## config.mk

```make
export PLATFORM = sky130hd
export DESIGN_NAME = trlt_bitmap
export DESIGN_NICKNAME = d
export VERILOG_FILES = /design/src/rtl/trlt_pkg.sv /design/src/rtl/trlt_bitmap.sv
export SDC_FILE = /design/constraint.sdc
export NUM_CORES = 2
export LEC_CHECK = 0
export ABC_CLOCK_PERIOD_IN_PS = 10000
export BUFFER_PORTS_ARGS = -buffer_cell sky130_fd_sc_hd__buf_2
export CORE_AREA = 4 4 631 633
export DETAILED_ROUTE_END_ITERATION = 8
export DIE_AREA = 0 0 635 637
export SLEW_MARGIN = 20
export SYNTH_ARGS = -nofsm -noshare
export SYNTH_HDL_FRONTEND = slang
export SYNTH_SLANG_ARGS = --single-unit
```

## constraint.sdc

```tcl
create_clock -name i_clk -period 10 [get_ports i_clk]
set_input_delay 1 -clock i_clk [delete_from_list [all_inputs] [get_ports i_clk]]
set_output_delay 1 -clock i_clk [all_outputs]
set_load 0.01 [all_outputs]
```

## src/rtl/trlt_pkg.sv

```systemverilog
// Package of the loss tracker: constants, state encoding and bit search.
`default_nettype none
package trlt_pkg;
    localparam int SEQ_W  = 12;
    localparam int CNT_W  = SEQ_W + 1;
    localparam int COL_W  = 6;
    localparam int ROW_W  = SEQ_W - COL_W;
    localparam int ROW_BITS = 1 << COL_W;
    localparam int ROWS   = 1 << ROW_W;
    localparam int TIME_W = 64;
    localparam int IVL_W  = 32;
    localparam int WIN_W  = 21;
    localparam int IDX_W  = 2;
    localparam int IN_DATA_W  = 80;
    localparam int OUT_DATA_W = 128;

    localparam logic [IDX_W-1:0] REG_ACK_IVL = 2'd0;
    localparam logic [IDX_W-1:0] REG_NAK_IVL = 2'd1;
    localparam logic [IDX_W-1:0] REG_EXP_IVL = 2'd2;
    localparam logic [IDX_W-1:0] REG_WINDOW  = 2'd3;

    localparam logic [IVL_W-1:0] ACK_IVL_RESET = 32'd10000;
    localparam logic [IVL_W-1:0] NAK_IVL_RESET = 32'd300000;
    localparam logic [IVL_W-1:0] EXP_IVL_RESET = 32'd300000;
    localparam logic [WIN_W-1:0] WINDOW_RESET  = 21'd25600;

    localparam logic CMD_DATA = 1'b0;
    localparam logic CMD_TICK = 1'b1;

    typedef enum logic [2:0] {
        ST_CLEAR,
        ST_IDLE,
        ST_DCHK,
        ST_TICK,
        ST_ADV_RD,
        ST_ADV_CHK,
        ST_SUM,
        ST_FIN
    } t_state;

    // lowest clear bit of a row word
    function automatic logic [COL_W-1:0] first_zero(input logic [ROW_BITS-1:0] w);
        logic [COL_W-1:0] r;
        r = '0;
        for (int i = ROW_BITS - 1; i >= 0; i--) begin
            if (!w[i]) begin
                r = COL_W'(i);
            end
        end
        return r;
    endfunction
endpackage
`default_nettype wire

```

## src/rtl/trlt_bitmap.sv

```systemverilog
// Received-number bitmap memory, one row of bits per word, registered read.
`default_nettype none
module trlt_bitmap (
    input  wire                                i_clk,
    input  wire                                i_we,
    input  wire  [trlt_pkg::ROW_W-1:0]         i_waddr,
    input  wire  [trlt_pkg::ROW_BITS-1:0]      i_wdata,
    input  wire  [trlt_pkg::ROW_W-1:0]         i_raddr,
    output logic [trlt_pkg::ROW_BITS-1:0]      o_rdata
);
    import trlt_pkg::*;

    logic [ROW_BITS-1:0] r_mem [ROWS];

    always_ff @(posedge i_clk) begin
        if (i_we) begin
            r_mem[i_waddr] <= i_wdata;
        end
    end

    always_ff @(posedge i_clk) begin
        o_rdata <= r_mem[i_raddr];
    end
endmodule
`default_nettype wire

```

**Yosys cells after proc, flatten, opt, wreduce, memory -nomap -nowiden**

Memory sizes are Yosys's and may differ from the RTL's. A register that Yosys moved wholly into a read port is not among the register bits.
Cells that the tools add are included.

- Memories: 1
- Output and inout bits: 64
- Flip-flop bits (word level): 0
- RAM bits: 4096
- Logic and storage cells: 3

Memory list:

| memory | words | width | read ports | clocked after Yosys merged registers in | write ports | line | source |
|---|---|---|---|---|---|---|---|
| r_mem | 64 | 64 | 1 | 1 | 1 | trlt_bitmap.sv:13 | `logic [ROW_BITS-1:0] r_mem [ROWS];` |

- Multiplexer cells: 2

Operator list:

| cell | number |
|---|---|
| two-way mux 1 bit | 2 |

**Logic depth before layout (Yosys ltp)**

- Word-level depth: 2
- Gate-level depth with buffers: 9
- Gate-level depth less buffers: 5

**Worst setup path before layout**

OpenSTA, ideal clock, no wires.

- Path kind: input-to-reg
- From: input port i_waddr[3] (netlist bit)
- To: memory r_mem[48][0] (netlist bit), enable pin
- Slack: 3.564 ns
- Required time: 9.436 ns
- Cell stages on the path: 4
- Data arrival time: 5.872 ns
- Buffers on the path: 1
- Cells stage by stage: clkbuf_1 > nor2b_1 > nand4b_1 > nor3_1

RTL lines:

| element | line | source |
|---|---|---|
| from (decl) | trlt_bitmap.sv:6 | `input wire [trlt_pkg::ROW_W-1:0] i_waddr,` |
| to (decl) | trlt_bitmap.sv:13 |  |

Straight into the memory's write port.

==> results.cfg <==
[outcome]
status = completed

[worst_setup_path]
start_kind = input pin
cpPeakStageDelay_ns = 0.70
reg2reg_depth = 5
worstPathCellList = buf_12 -> buf_4 -> buf_12 -> mux4_2 -> mux2i_1 -> o22ai_1 -> a41oi_1 -> a211oi_1
cp_top_family = buffers and inverters
criticalPathCategory = in -> reg
slowest_stage = buf_4
path_buf_inv = 3
cp_data_arrival_time_ns = 4.69
crit_top_cell = buf_12
cp.required_ns = 10.79
timing.rr.start = r_mem[47][5]
critPathMaxFanout = 85
critPathCaptureType = flop
crit_start = i_raddr[0]
crit_cells = 8

[route]
drt_first_iter_violations = 10170
top_layer = met5
firstDrtPassIters = 5
drtAntennaViolNets = 0
vias_per_cell = 6.028
wl_um = 442200
route.met3.wl_um = 36830
dr_wl_met2_um = 215000
drcViolationCount = 0
m1WireLength_um = 175500
wl_per_cell_um = 35.24
vias = 75657

[synthesis]
ys_types = 33
seq_area_frac_synth_pct = 79.49
syn_area_um2 = 156300
synth-seq-cells = 4160
postSynthAreaPerCell_um2 = 23.70
netlist_instances = 6598
yosysWarnings = 0
synth_nets = 6676

[clocking]
cts.sinks = 4160
post_cts_buffers = 0
cts_resized = 0
hold_buffers = 0
clockBufferDepth = 4
numCtsBuffers = 413
htreeDepth = 5
cts_tree = built
root_buffer = clkbuf_16
clk_latency_ns = 0.99
path_clk_slew_ns = 0.06

[pwr]
seqPwrFrac_pct = 53.2
powerDensity_nw_per_um2 = 205.2
total_power_uw = 36470
p_sw_share_pct = 21.16
clockPowerShare_pct = 42.3
vdd_ir_drop_max_uv = 178.2
power_leakage_uw = 0.05486
power_switching_uw = 7719
p_comb_share_pct = 4.5
intPower_uw = 28750

[die]
start_util_pct = 39.89
die-area_um2 = 404500
core_um2 = 392000
die_y_um = 637
die_w_um = 635
core.rowCount = 230
ios = 142

[timing]
period_share_pct = 38.96
fin_ws_ns = 6.104
rsz0062_at_grt = false
setup_tns_ns = 0
skew_ns = 0.08553
relSlewSlack_pct = 16.20
hold_viol_final = 0
worst_pin_slew_ns = 1.257
max_freq_ghz = 0.2567
finalMaxSlewViolations = 0
period_minus_slack_ns = 3.896
setup_violations = 0

[global_routing]
grt_usage_pct = 21.44
grt_start_max_net_pins = 136
grt_pass1_vias = 75897
grt_first_pass_wirelength_um = 612600
grt_overflow = 0
antenna_found_initial = 39

[place]
pre_cts_slack_ns = 5.161
dp_hpwl_um = 231500
dpl.cell_count = 11781
gp_congestion = 0.7746
numPortBuffers = 141

[flow_run]
maxCapViolations = 0

[min_path]
worst_hold_path.num_cells = 1
hp-start = i_wdata[47]
worstHoldPathType = in -> reg

[finish]
area_delta_synth_final_pct = 13.66
instances_no_fill = 12550
drive_gt1_share_pct = 28.06
nets = 7059
fin_util_pct = 45.34
==> power groups by stage <==
stage / clock (uW) / combinational (uW) / sequential, uW
after floorplan: 0 / 899 / 19700
after global placement: 0 / 1630 / 19800
after detailed placement: 0 / 1660 / 19800
after CTS: 15700 / 1660 / 19400
after global routing: 16400 / 1750 / 19400
final: 15400 / 1650 / 19400
==> cell usage after synthesis, drive strengths merged <==
library cell,count,area [um2]
nand3,45,225.2
nand4,2,12.51
nand3b,2,15.01
or3b,1,8.760
inv,19,71.32
dfxtp,64,1281
or3,29,181.4
a31oi,18,112.6
and2,3,18.77
and3,64,400.4
mux2i,135,1351
o22ai,83,519.3
nand2b,11,68.82
or2,28,175.2
buf,230,1249
a211oi,63,473.0
a2bb2oi,19,166.4
nand4b,1,8.760
nor3,2,10.01
a31o,1,8.760
clkbuf,140,525.5
nor2,112,420.4
a41oi,26,227.7
a22o,88,770.7
nor2b,28,175.2
edfxtp,4096,123000
o221ai,38,332.8
mux4,1024,23060
a22oi,168,1261
nand2,58,217.7
==> flip-flops by register name (all words and copies together), names as in the netlist <==
register  cells
o_rdata      64
r_mem      4096
==> final timing paths <==
| path | slack, ns | end |
|---|---|---|
| setup / recovery | 6.10 | o_rdata[37] |
| hold reg to reg | 0.84 | o_rdata[61] |
| hold / removal | 0.45 | r_mem[22][47] |
| setup reg to reg | 7.76 | o_rdata[5] |
==> routing by layer <==
layer,track usage [%],up-vias
met2,34.81,3946
met1,29.95,41695
li1,-,29277
met5,0,-
met4,6.558,14
met3,3.459,725
==> kinds of logic (layout without fill, tap and decap cells) <==
| group | count (synthesis) | count (layout) | synth area share [%] |
|---|---|---|---|
| buffers and inverters | 389 | 1112 | 1.180 |
| AOI/OAI and AO/OA | 504 | 504 | 2.477 |
| muxes | 1159 | 1159 | 15.61 |
| DFF | 4160 | 4160 | 79.49 |
| other | 0 | 9 | 0 |
| and+or+nand+nor | 386 | 386 | 1.240 |
==> final cells by class <==
| type | count | area (um2) |
|---|---|---|
| fill | 32312 | 214200 |
| clock buffer | 501 | 10730 |
| clock inverter | 254 | 2710 |
| sequential | 4160 | 124300 |
| tap | 5220 | 6531 |
| multi-input combinational | 2049 | 30790 |
| inverter | 19 | 71.32 |
| timing repair buffer | 338 | 2572 |
| antenna | 9 | 22.52 |
==> metrics by stage <==
stage / area, um2 / hold WS (ns)
after floorplan: 156300 / 0.7878
after global placement: 164100 / 0.8227
after detailed placement: 164100 / 0.8394
after CTS: 177500 / 0.6834
after global routing: 177700 / 0.4099
final: 177700 / 0.4451
==> layout by cell type (no fill, tap or decap), drive strengths merged, types with 3 or more instances in the layout <==
master	instances
edfxtp	4096
mux4	1024
clkbuf	501
buf	338
clkinv	178
a22oi	168
mux2i	135
nor2	112
a22o	88
o22ai	83
and3	64
dfxtp	64
a211oi	63
nand2	58
bufinv	46
nand3	45
o221ai	38
inv	35
or3	29
or2	28
nor2b	28
a41oi	26
a2bb2oi	19
a31oi	18
clkinvlp	14
nand2b	11
diode	9
and2	3
Note: power is estimated with default switching activity, not from simulation.
